$ cat src/hdl/bgs_pkg.sv
// package: shared constants, widths and the job record for the burgers step block
`timescale 1ns / 1ps
`default_nettype none

package bgs_pkg;

    // grid and number format
    localparam int MAX_CELLS = 4096;
    localparam int FRAC_BITS = 16;
    localparam int CELL_W    = 32;
    localparam int IDX_W     = $clog2(MAX_CELLS + 1);
    localparam int RATIO_W   = 32;

    // configuration register indexes
    localparam int CFG_IDX_W   = 1;
    localparam logic [CFG_IDX_W-1:0] CFG_CONVECT = CFG_IDX_W'(0);
    localparam logic [CFG_IDX_W-1:0] CFG_DIFFUSE = CFG_IDX_W'(1);
    localparam logic [RATIO_W-1:0]   CONVECT_RESET = RATIO_W'(6554);
    localparam logic [RATIO_W-1:0]   DIFFUSE_RESET = RATIO_W'(0);

    // datapath widths
    localparam int MUL_W    = CELL_W + 1;            // signed multiplier operand
    localparam int PROD_W   = 2 * CELL_W;            // kept product bits
    localparam int FLUX_W   = 2 * CELL_W - 2 - FRAC_BITS;
    localparam int DFL_W    = FLUX_W + 1;            // flux difference, signed
    localparam int DFL_LO   = 24;
    localparam int DFL_HI_W = DFL_W - DFL_LO;
    localparam int LAP_W    = CELL_W + 3;            // second difference, signed
    localparam int LAP_LO   = 18;
    localparam int LAP_HI_W = LAP_W - LAP_LO;
    localparam int ACC_W    = DFL_W + 34;

    // queue between front and back
    localparam int QDEPTH = 4;
    localparam int QPTR_W = $clog2(QDEPTH);

    // one cell update for the back end
    typedef struct packed {
        logic signed [CELL_W-1:0] um;
        logic signed [CELL_W-1:0] ui;
        logic signed [CELL_W-1:0] up;
        logic [IDX_W-1:0]         idx;
        logic                     dup;
        logic [IDX_W-1:0]         dup_idx;
    } t_job;

endpackage

`default_nettype wire

$ cat src/hdl/bgs_queue.sv
// job queue: short fifo between the front end and the back end
`timescale 1ns / 1ps
`default_nettype none

module bgs_queue (
    input  logic          i_clk,
    input  logic          i_rst_n,
    input  logic          i_push,
    input  bgs_pkg::t_job i_job,
    output logic          o_full,
    input  logic          i_pop,
    output bgs_pkg::t_job o_job,
    output logic          o_empty
);
    import bgs_pkg::*;

    t_job              r_mem [QDEPTH];
    logic [QPTR_W-1:0] r_wr_ptr;
    logic [QPTR_W-1:0] r_rd_ptr;
    logic [QPTR_W:0]   r_count;

    assign o_full  = (r_count == (QPTR_W + 1)'(QDEPTH));
    assign o_empty = (r_count == '0);
    assign o_job   = r_mem[r_rd_ptr];

    // storage
    always_ff @(posedge i_clk) begin
        if (i_push) begin
            r_mem[r_wr_ptr] <= i_job;
        end
    end

    // pointers and fill count
    always_ff @(posedge i_clk) begin
        if (!i_rst_n) begin
            r_wr_ptr <= '0;
            r_rd_ptr <= '0;
            r_count  <= '0;
        end else begin
            if (i_push) begin
                r_wr_ptr <= r_wr_ptr + QPTR_W'(1);
            end
            if (i_pop) begin
                r_rd_ptr <= r_rd_ptr + QPTR_W'(1);
            end
            if (i_push && !i_pop) begin
                r_count <= r_count + (QPTR_W + 1)'(1);
            end else if (!i_push && i_pop) begin
                r_count <= r_count - (QPTR_W + 1)'(1);
            end
        end
    end

endmodule

`default_nettype wire

$ cat config.mk
export PLATFORM = sky130hd
export DESIGN_NAME = bgs_queue
export DESIGN_NICKNAME = d
export VERILOG_FILES = /design/src/hdl/bgs_pkg.sv /design/src/hdl/bgs_queue.sv
export SDC_FILE = /design/constraint.sdc
export NUM_CORES = 1
export LEC_CHECK = 0
export BUFFER_PORTS_ARGS = -buffer_cell sky130_fd_sc_hd__buf_4
export CORE_MARGIN = 3
export CORE_UTILIZATION = 30
export DETAILED_ROUTE_END_ITERATION = 7
export GPL_TIMING_DRIVEN = 0
export PLACE_DENSITY_LB_ADDON = 0.05
export SYNTH_ARGS = -nofsm -noshare
export SYNTH_HDL_FRONTEND = slang
export SYNTH_SLANG_ARGS = --single-unit
$ cat constraint.sdc
create_clock -name i_clk -period 5.2 [get_ports i_clk]
set_input_delay 0.52 -clock i_clk [delete_from_list [all_inputs] [get_ports i_clk]]
set_output_delay 0.52 -clock i_clk [all_outputs]
set_load 0.005 [all_outputs]
==> results.py <==
metrics = {
    "synthesis": {
        "seq_area_frac_synth": 0.822,
        "syn_avg_cell_area_um2": 26.5,
        "synth_area_leader_cell": "edfxtp_1",
        "syn_nets": 819,
        "synth_area_leaders": "edfxtp_1, mux4_2, dfxtp_1, buf_6, buf_2",
        "ys_ff_latch": 501,
        "synth_edf_count": 492,
        "post-synth-top-count-cell": "edfxtp_1",
        "async_reset_ff_frac": 0,
        "syn_inst": 686,
        "yosys_warnings": 0,
        "yosys-top-cells-count": "edfxtp_1, mux4_2, buf_2",
        "synth.distinct_cells": 21,
        "synthDominantCellAreaShare": 0.812,
        "synth_ff_type": "edfxtp_1",
        "netlist_area_um2": 18200,
    },
    "power_and_ir_drop": {
        "p_leak_uw": 0.00769,
        "vdd_drop_max_v": 0.000219,
        "powerDensity_nw_per_um2": 407,
    },
    "sta": {
        "hold_viol": 0,
        "maxSlewHeadroom": 0.502,
        "drv_slew": 0,
        "fin_crit_sh": 0.593,
        "skew_ps": 15.1,
        "period_needed_ps": 3080,
        "rsz0062_at_grt": "false",
        "fmax_ghz": 0.324,
        "finalSetupViolations": 0,
        "whs_ps": 128,
        "timing_worst_slew_pin_value_ps": 747,
    },
    "clock_tree": {
        "cts_setup_buffers": 0,
        "clock_path_buffers": 3,
        "cts_resized": 0,
        "cts-root-buf": "clkbuf_16",
        "cts_hold_buffers": 0,
        "clk_pin_slew_ps": 60,
        "insertion_delay_ps": 590,
        "cts_tree": "yes",
        "h-tree-depth": 2,
        "cts_inserted_buffers": 57,
        "cts_sinks": 501,
    },
    "min_path": {
        "whs_path_depth": 1,
        "hold_path_end": "r_mem[1][11]$_DFFE_PP_",
        "hold_path.class": "in2reg",
        "min-delay-start": "i_job[11]",
    },
    "global_route": {
        "grt_pass1_vias": 8689,
        "gr-total-overflow": 0,
        "antenna_found_initial": 4,
        "grt.total_usage": 0.127,
        "grt_pass1_wl_mm": 59.6,
        "grt_max_degree": 51,
    },
    "layout": {
        "drive_above_1_share": 0.464,
        "final_net_count": 1137,
        "final_util": 0.387,
        "syn2layout_area_growth_pct": 26.6,
    },
    "worst_setup_path": {
        "rrSetupSlack_ps": 3240,
        "cp_max_fo": 10,
        "critical_path_arrival_ps": 2560,
        "path_class": "reg2out",
        "r2r-start": "r_wr_ptr[1]$_SDFFE_PN0P_",
        "cpMostUsedCell": "buf_2",
        "worstReg2RegEnd": "r_mem[1][63]$_DFFE_PP_",
        "crit_path_cell_trace": "buf_2, buf_2, buf_2, mux4_2, buf_4",
        "cp_data_required_time_ps": 4680,
        "worstSetupEndpointType": "output port",
        "start_kind": "register",
        "cp_slowest_cell": "buf_2",
        "critPathMaxStageDelay_ps": 450,
        "reg2reg_depth": 4,
    },
    "drt": {
        "route.vias.total": 8164,
        "drc": 0,
        "wl_mm": 40.5,
        "vias_per_cell": 4.48,
        "route.antenna.remaining_nets": 0,
        "first_pass_iters": 4,
        "post_drt_wl_per_cell_um": 22.2,
        "drtIter0Drc": 424,
    },
    "flow_run": {
        "drv_cap": 0,
    },
    "place": {
        "gp_congestion": 0.670,
        "dp_hpwl_mm": 24.9,
        "numPortBuffers": 251,
    },
    "floorplan": {
        "core_um2": 59500,
        "dieArea_um2": 63600,
        "rows": 89,
        "ioPinCount": 252,
        "die_width_um": 252,
        "die_h_um": 252,
        "start_util": 0.306,
    },
    "outcome": {
        "outcome": "finished, final reports clean",
    },
}
-- placed cells by master (no fill, tap or decap), drive strengths merged, types with 2 or more instances in the layout --
| master | n |
|---|---|
| and2 | 9 |
| buf | 282 |
| bufinv | 3 |
| clkbuf | 84 |
| clkinv | 17 |
| dfxtp | 9 |
| diode | 4 |
| edfxtp | 492 |
| ha | 5 |
| inv | 5 |
| mux2i | 2 |
| mux4 | 123 |
| nor2b | 2 |
| xnor2 | 2 |
| xor2 | 3 |
-- where the power goes --
| part | internal [uW] | total (uW) | switching, uW |
|---|---|---|---|
| clock | 2220 | 3730 | 1510 |
| combinational | 507 | 960 | 454 |
| sequential | 4640 | 4680 | 40.3 |
-- kinds of logic (layout without fill, tap and decap cells) --
family / after synthesis / in the layout / share of synthesized area
compound gates: 2 / 2 / 0.000688
xor+xnor: 5 / 5 / 0.00241
fa+ha+maj: 6 / 6 / 0.00454
buf+inv: 32 / 392 / 0.0115
flops: 501 / 501 / 0.822
mux: 125 / 125 / 0.153
other cells: 0 / 4 / 0
simple gates: 15 / 15 / 0.00502
-- flip-flops by register name, summed over array words and instances (netlist names), named ones only --
signal	cells
r_count	3
r_mem	492
r_rd_ptr	2
r_wr_ptr	2
-- how the worst max path moves through the flow --
stage,from,to,slack [ps],depth (start not counted)
final,register,o_job[71],2120,5
after global routing,register,o_job[75],1990,5
after CTS,register,o_job[41],1960,5
after detailed placement,register,o_job[41],2630,5
after global placement,i_push,r_mem[0][31]$_DFFE_PP_,-1810,2
after floorplan,r_wr_ptr[0]$_SDFFE_PN0P_,r_mem[0][0]$_DFFE_PP_,1340,3
-- worst max-delay path: cells and delay by family (launching register included) --
family                 cells  cell delay [ps]
buffers and inverters      4             1270
DFF                        1              310
muxes                      1              370
-- metal layers --
metal | up-vias | share of wire | track usage
met2 | 199 | 0.48 | 0.203
met5 | - | 0.00099 | 0
met3 | 70 | 0.068 | 0.0394
met1 | 4280 | 0.42 | 0.168
met4 | 6 | 0.022 | 0.0407
li1 | 3609 | - | -
-- cell type report --
type | count | area [um^2]
flip-flops and latches | 501 | 15000
inverters | 4 | 15.0
well taps | 773 | 967
diodes | 4 | 10.0
clock buffers | 79 | 1560
fillers | 5371 | 36400
multi-input cells | 153 | 3030
repair buffers | 259 | 2100
plain buffers | 28 | 194
clock inverters | 22 | 183
-- through the flow --
| stage | instance area, um^2 | instances | TNS, ps | power (uW) | setup WS, ps |
|---|---|---|---|---|---|
| finish | 23000 | 1823 | 0 | 9370 | 2120 |
| global placement | 21000 | 1710 | -866150 | 5790 | -1810 |
| floorplan | 18200 | 686 | 0 | 5220 | 1340 |
| global route | 23000 | 1819 | 0 | 9790 | 1990 |
| detailed placement | 21300 | 1718 | 0 | 5770 | 2630 |
| CTS | 23000 | 1819 | 0 | 9560 | 1960 |
Note: power is estimated with default switching activity, not from simulation.
