[src/hdl/bgs_pkg.sv]
// package: shared constants, widths and the job record for the burgers step block
`timescale 1ns / 1ps
`default_nettype none

package bgs_pkg;

    // grid and number format
    localparam int MAX_CELLS = 4096;
    localparam int FRAC_BITS = 16;
    localparam int CELL_W    = 32;
    localparam int IDX_W     = $clog2(MAX_CELLS + 1);
    localparam int RATIO_W   = 32;

    // configuration register indexes
    localparam int CFG_IDX_W   = 1;
    localparam logic [CFG_IDX_W-1:0] CFG_CONVECT = CFG_IDX_W'(0);
    localparam logic [CFG_IDX_W-1:0] CFG_DIFFUSE = CFG_IDX_W'(1);
    localparam logic [RATIO_W-1:0]   CONVECT_RESET = RATIO_W'(6554);
    localparam logic [RATIO_W-1:0]   DIFFUSE_RESET = RATIO_W'(0);

    // datapath widths
    localparam int MUL_W    = CELL_W + 1;            // signed multiplier operand
    localparam int PROD_W   = 2 * CELL_W;            // kept product bits
    localparam int FLUX_W   = 2 * CELL_W - 2 - FRAC_BITS;
    localparam int DFL_W    = FLUX_W + 1;            // flux difference, signed
    localparam int DFL_LO   = 24;
    localparam int DFL_HI_W = DFL_W - DFL_LO;
    localparam int LAP_W    = CELL_W + 3;            // second difference, signed
    localparam int LAP_LO   = 18;
    localparam int LAP_HI_W = LAP_W - LAP_LO;
    localparam int ACC_W    = DFL_W + 34;

    // queue between front and back
    localparam int QDEPTH = 4;
    localparam int QPTR_W = $clog2(QDEPTH);

    // one cell update for the back end
    typedef struct packed {
        logic signed [CELL_W-1:0] um;
        logic signed [CELL_W-1:0] ui;
        logic signed [CELL_W-1:0] up;
        logic [IDX_W-1:0]         idx;
        logic                     dup;
        logic [IDX_W-1:0]         dup_idx;
    } t_job;

endpackage

`default_nettype wire

[src/hdl/bgs_if.sv]
// interfaces: cell input, configuration write and result channels
`timescale 1ns / 1ps
`default_nettype none

interface bgs_in_if;
    import bgs_pkg::*;
    logic                     valid;
    logic                     ready;
    logic signed [CELL_W-1:0] cell_value;
    logic                     last_cell;
    modport source (output valid, cell_value, last_cell, input ready);
    modport sink   (input valid, cell_value, last_cell, output ready);
endinterface


`default_nettype wire

[src/hdl/bgs_front.sv]
// front end: takes cells, keeps the grid window and issues cell update jobs
`timescale 1ns / 1ps
`default_nettype none

module bgs_front (
    input  logic          i_clk,
    input  logic          i_rst_n,
    bgs_in_if.sink        i_cell,
    input  logic          i_full,
    output logic          o_push,
    output bgs_pkg::t_job o_job
);
    import bgs_pkg::*;

    localparam logic [IDX_W-1:0] K_LAST = IDX_W'(MAX_CELLS - 1);

    logic [IDX_W-1:0]         r_seen;
    logic [IDX_W-1:0]         r_k;
    logic [2:0]               r_pend;
    logic signed [CELL_W-1:0] r_first;
    logic signed [CELL_W-1:0] r_second;
    logic signed [CELL_W-1:0] r_w0;
    logic signed [CELL_W-1:0] r_w1;
    logic signed [CELL_W-1:0] r_w2;

    logic [IDX_W-1:0] k_in;
    logic             last_in;
    logic [2:0]       push_bit;
    logic [2:0]       pend_after;
    logic             accept;

    // cell number of the incoming item, overlong grids close at the last slot
    assign k_in    = (r_seen >= K_LAST) ? K_LAST : r_seen;
    assign last_in = i_cell.last_cell | (k_in == K_LAST);

    // pending jobs go out oldest first: interior cell, last cell, cell zero
    always_comb begin
        push_bit = 3'b000;
        if (r_pend[0]) begin
            push_bit = 3'b001;
        end else if (r_pend[1]) begin
            push_bit = 3'b010;
        end else if (r_pend[2]) begin
            push_bit = 3'b100;
        end
    end

    assign o_push       = (|r_pend) && !i_full;
    assign pend_after   = o_push ? (r_pend & ~push_bit) : r_pend;
    assign i_cell.ready = (pend_after == 3'b000);
    assign accept       = i_cell.valid && i_cell.ready;

    // job fields from the window as it stands after the item was taken
    always_comb begin
        o_job.dup     = 1'b0;
        o_job.dup_idx = r_k + IDX_W'(1);
        o_job.um      = r_w0;
        o_job.ui      = r_w1;
        o_job.up      = r_w2;
        o_job.idx     = r_k - IDX_W'(1);
        if (push_bit[1]) begin
            o_job.um  = r_w1;
            o_job.ui  = r_w2;
            o_job.up  = r_first;
            o_job.idx = r_k;
        end else if (push_bit[2]) begin
            o_job.um  = r_w2;
            o_job.ui  = r_first;
            o_job.up  = (r_k != '0) ? r_second : r_first;
            o_job.idx = '0;
            o_job.dup = 1'b1;
        end
    end

    // window, counter and pending job flags
    always_ff @(posedge i_clk) begin
        if (!i_rst_n) begin
            r_seen   <= '0;
            r_k      <= '0;
            r_pend   <= 3'b000;
            r_first  <= '0;
            r_second <= '0;
            r_w0     <= '0;
            r_w1     <= '0;
            r_w2     <= '0;
        end else begin
            r_pend <= pend_after;
            if (accept) begin
                r_w0   <= r_w1;
                r_w1   <= r_w2;
                r_w2   <= i_cell.cell_value;
                r_k    <= k_in;
                r_seen <= last_in ? '0 : k_in + IDX_W'(1);
                r_pend <= {last_in, last_in && (k_in != '0), k_in >= IDX_W'(2)};
                if (k_in == '0) begin
                    r_first <= i_cell.cell_value;
                end
                if (k_in == IDX_W'(1)) begin
                    r_second <= i_cell.cell_value;
                end
            end
        end
    end

endmodule

`default_nettype wire

[src/flat_wrapper.sv]
// flat-port wrapper written by rule: the top's interface ports become plain ports
module bgs_front_flat import bgs_pkg::*;
  (i_clk, i_rst_n, i_full, o_push, o_job, i_cell_valid, i_cell_cell_value, i_cell_last_cell, i_cell_ready);
  bgs_in_if i_cell_i ();
  input  logic i_clk;
  input  logic i_rst_n;
  input  logic i_full;
  output logic o_push;
  output bgs_pkg::t_job o_job;
  input wire logic [$bits(i_cell_i.valid)-1:0] i_cell_valid;
  input wire logic [$bits(i_cell_i.cell_value)-1:0] i_cell_cell_value;
  input wire logic [$bits(i_cell_i.last_cell)-1:0] i_cell_last_cell;
  output wire logic [$bits(i_cell_i.ready)-1:0] i_cell_ready;
  assign i_cell_i.valid = i_cell_valid;
  assign i_cell_i.cell_value = i_cell_cell_value;
  assign i_cell_i.last_cell = i_cell_last_cell;
  assign i_cell_ready = i_cell_i.ready;
  bgs_front u_core (.i_clk(i_clk), .i_rst_n(i_rst_n), .i_cell(i_cell_i), .i_full(i_full), .o_push(o_push), .o_job(o_job));
endmodule
[config.mk]
export PLATFORM = sky130hd
export DESIGN_NAME = bgs_front_flat
export DESIGN_NICKNAME = d
export VERILOG_FILES = /design/src/hdl/bgs_pkg.sv /design/src/hdl/bgs_if.sv /design/src/hdl/bgs_front.sv /design/src/flat_wrapper.sv
export SDC_FILE = /design/constraint.sdc
export NUM_CORES = 1
export LEC_CHECK = 0
export ABC_AREA = 1
export BUFFER_PORTS_ARGS = -buffer_cell sky130_fd_sc_hd__buf_2
export CAP_MARGIN = 25
export CORE_MARGIN = 2
export CORE_UTILIZATION = 45
export CTS_CLUSTER_DIAMETER = 200
export DETAILED_ROUTE_END_ITERATION = 8
export GPL_TIMING_DRIVEN = 0
export PLACE_DENSITY_LB_ADDON = 0.1
export SLEW_MARGIN = 20
export SYNTH_ARGS = -nofsm -noshare
export SYNTH_HDL_FRONTEND = slang
export SYNTH_SLANG_ARGS = --single-unit
[constraint.sdc]
create_clock -name i_clk -period 3.2 [get_ports i_clk]
set_input_delay 0.16 -clock i_clk [delete_from_list [all_inputs] [get_ports i_clk]]
set_output_delay 0.16 -clock i_clk [all_outputs]
set_load 0.1 [all_outputs]
==> reports/summary.txt <==
Status = finished clean
Initial antenna violation count = 0
Num CTS Buffers = 17
Register area = 3780 um^2
Count of final setup violators = 0
Drt total wl = 33300 um
Ys flop type = dfxtp_1
RSZ-0062 raised after global routing = no
CP Class = flip-flop to primary output
Filler cells = 2097
Power per cell area = 644 nW/um^2
Layout Area Growth over Synthesis = 23.9%
Post-DP HPWL = 23700 um
Pleak = 0.00558 uW
Mean area per synthesized cell = 6.66 um^2
Layout Nets = 1694
Port Buffers = 160
Gr usage total = 29.3%
Initial core utilization = 45.8%
Largest net degree at the start of global routing = 17
Num rows = 53
Register area share after synthesis = 39.3%
Antenna diodes = 0
Core area = 21000 um^2
Num ports = 162
Detailed-route via count = 10400
CTS tree = yes
Fmax = 0.319 GHz
H-tree Lvls = 4
Design area = 11900 um^2
Area post-placement = 10900 um^2
Syn nets = 1488
CP Data Required Time = 3.04 ns
Vias in the first global route = 9584
Number of synthesized flops with an enable pin = 0
Clock Latency Late Sink = 0.44 ns
Clk root buf = clkbuf_16
Wire length per cell = 17.2 um
CP endpoint kind = primary output
Pins Over Slew Limit = 0
Clock skew = 0.00789 ns
TritonRoute pass-1 iters = 5
Clock Path Buffers = 2
Worst-Margin Slew = 0.962 ns
Tmin final = 3.14 ns
Register bit count reported by yosys = 189
CTS Sinks = 189
Die Ht = 150 um
Crit Path Max Fanout = 10
Chip width = 150 um
Fin crit share = 98.1%
Iter 0 DRT Violations = 923
Final Hold Viols = 0
Via/cell ratio = 5.36
Flop-to-flop setup slack = 0.39 ns
Multi-input logic area = 4710 um^2
Worst path arrival time = 2.98 ns
First-pass GRT wire length = 51200 um
DRC = 0
Count of synthesis-stage warnings from yosys = 0
Global route overflow = 0
Clock transition at the registers of the reported paths = 0.07 ns
Share of layout cells above drive strength 1 = 16.9%
FFs w/ async S/R, synth = 0%
Gpl congestion = 0.907
Antenna Nets Post-Route = 0
Mapped Cells = 1445
Setup tns final = 0 ns
Peak VDD IR = 0.434 mV
Area of the mapped netlist = 9620 um^2
Headroom to the max-slew limit = 35.9%
Distinct cell type count after synthesis = 35
CP Launch Type = flip-flop
Die ar. = 22600 um^2
Hold Crit Class = input pin to flip-flop
Max-cap violation count = 0
## worst paths after layout
check | start | endpoint | depth (start not counted)
hold / removal | i_cell_cell_value[2] | u_core.r_second[2]$_SDFFE_PN0P_ | 3
setup / recovery | u_core.r_pend[0]$_SDFF_PN0_ | o_job[90] | 8
setup reg to reg | u_core.r_seen[11]$_SDFFE_PN0P_ | u_core.r_seen[3]$_SDFFE_PN0P_ | 14
hold reg to reg | u_core.r_k[12]$_SDFFE_PN0P_ | u_core.r_k[12]$_SDFFE_PN0P_ | 2
## power by group
group / total, uW / switching (uW) / internal, uW
sequential: 2610 / 81.3 / 2530
combinational: 2770 / 2260 / 510
clock: 2290 / 991 / 1300
## critical path, cell delays in order (launching register included)
cell and delay (ns):
dfxtp_1 0.41, nor2_2 0.07, nand2_1 0.08, clkbuf_1 0.41, clkbuf_2 0.36, clkbuf_2 0.36, a21oi_1 0.12, a21oi_1 0.25
buf_2 0.49
## final cells by class
| cell class | count | share of cell area (%) |
|---|---|---|
| multi-input cells | 945 | 39.5 |
| flip-flops and latches | 189 | 31.8 |
| repair buffers | 187 | 9.78 |
| inverters | 209 | 6.58 |
| plain buffers | 102 | 4.27 |
| clock buffers | 20 | 3.92 |
| well taps | 275 | 2.89 |
| clock inverters | 11 | 1.29 |
## sequential cells by signal, indices dropped and copies added, names as in the netlist
| signal | cells |
|---|---|
| u_core.r_first | 32 |
| u_core.r_k | 13 |
| u_core.r_pend | 3 |
| u_core.r_second | 32 |
| u_core.r_seen | 13 |
| u_core.r_w0 | 32 |
| u_core.r_w1 | 32 |
| u_core.r_w2 | 32 |
## cell usage after synthesis (2+ instances only)
| library cell | n | area share (%) |
|---|---|---|
| a21oi_1 | 293 | 15 |
| o21ai_0 | 252 | 13 |
| inv_1 | 207 | 8.1 |
| dfxtp_1 | 189 | 39 |
| nand2_1 | 156 | 6.1 |
| nor2_1 | 139 | 5.4 |
| clkbuf_1 | 61 | 2.4 |
| o21ai_1 | 28 | 1.5 |
| nand3_1 | 24 | 1.2 |
| buf_2 | 21 | 1.1 |
| xor2_1 | 15 | 1.4 |
| buf_6 | 10 | 1.2 |
| buf_1 | 6 | 0.23 |
| ha_1 | 6 | 0.78 |
| nand4_1 | 6 | 0.39 |
| nor3_1 | 5 | 0.26 |
| buf_4 | 3 | 0.23 |
| nor4_1 | 3 | 0.20 |
| nand3_2 | 2 | 0.21 |
| nand3_4 | 2 | 0.36 |
| nor2_2 | 2 | 0.13 |
| o211ai_1 | 2 | 0.16 |
## cell families after synthesis
group,count (synthesis),share of synthesized area (%)
AOI/OAI and AO/OA,579,30.3
and+or+nand+nor,344,14.8
DFF,189,39.3
xor gates and xnor gates,16,1.46
adders and majority gates,6,0.781
buffers and inverters,311,13.3
## what timing repair did
item	in CTS	in global routing
hold endpoints to repair	52	0
hold buffers	27	0
gates resized for setup	5	44
buffers inserted	0	0
endpoints found under the setup margin	43	64
## per-layer routing
layer  routed length (um)  up-vias  GRT usage [%]
met5                    0        -              0
met4                  733        0           8.77
met3                 2490       55           3.61
met2                14800      428           46.3
met1                15200     4771           42.0
li1                     -     5134              -
## cell usage in the layout (no fill, tap or decap), drive strengths merged
cell type,Yosys,final
nand3,28,28
nor2,142,142
a21oi,293,293
dfxtp,189,189
ha,6,6
dlygate4sd3,0,27
clkbuf,62,119
clkinvlp,0,2
buf,40,163
clkinv,1,3
o31ai,1,1
bufinv,0,3
inv,208,212
nor4,4,4
xor2,15,15
nor3,5,5
nand4,6,6
and3,1,1
nand2,157,157
a31oi,1,1
o21a,1,1
o22ai,1,1
xnor2,1,1
or2,1,1
o21ai,280,280
o211ai,2,2
## through the flow
stage	hold slack (ns)	instances	power, uW	util, %	setup slack, ns
2_1_floorplan	0.295	1445	4830	-	-0.555
3_3_place_gp	0.416	1880	5340	51.9	0.237
3_5_place_dp	0.419	1880	5350	51.9	0.227
4_1_cts	0.00153	1938	7640	56.2	0.0181
5_1_grt	0.0394	1938	7960	56.7	0.000818
6_report	0.0196	1938	7670	56.7	0.0622
(Power assumes the default switching activity.)
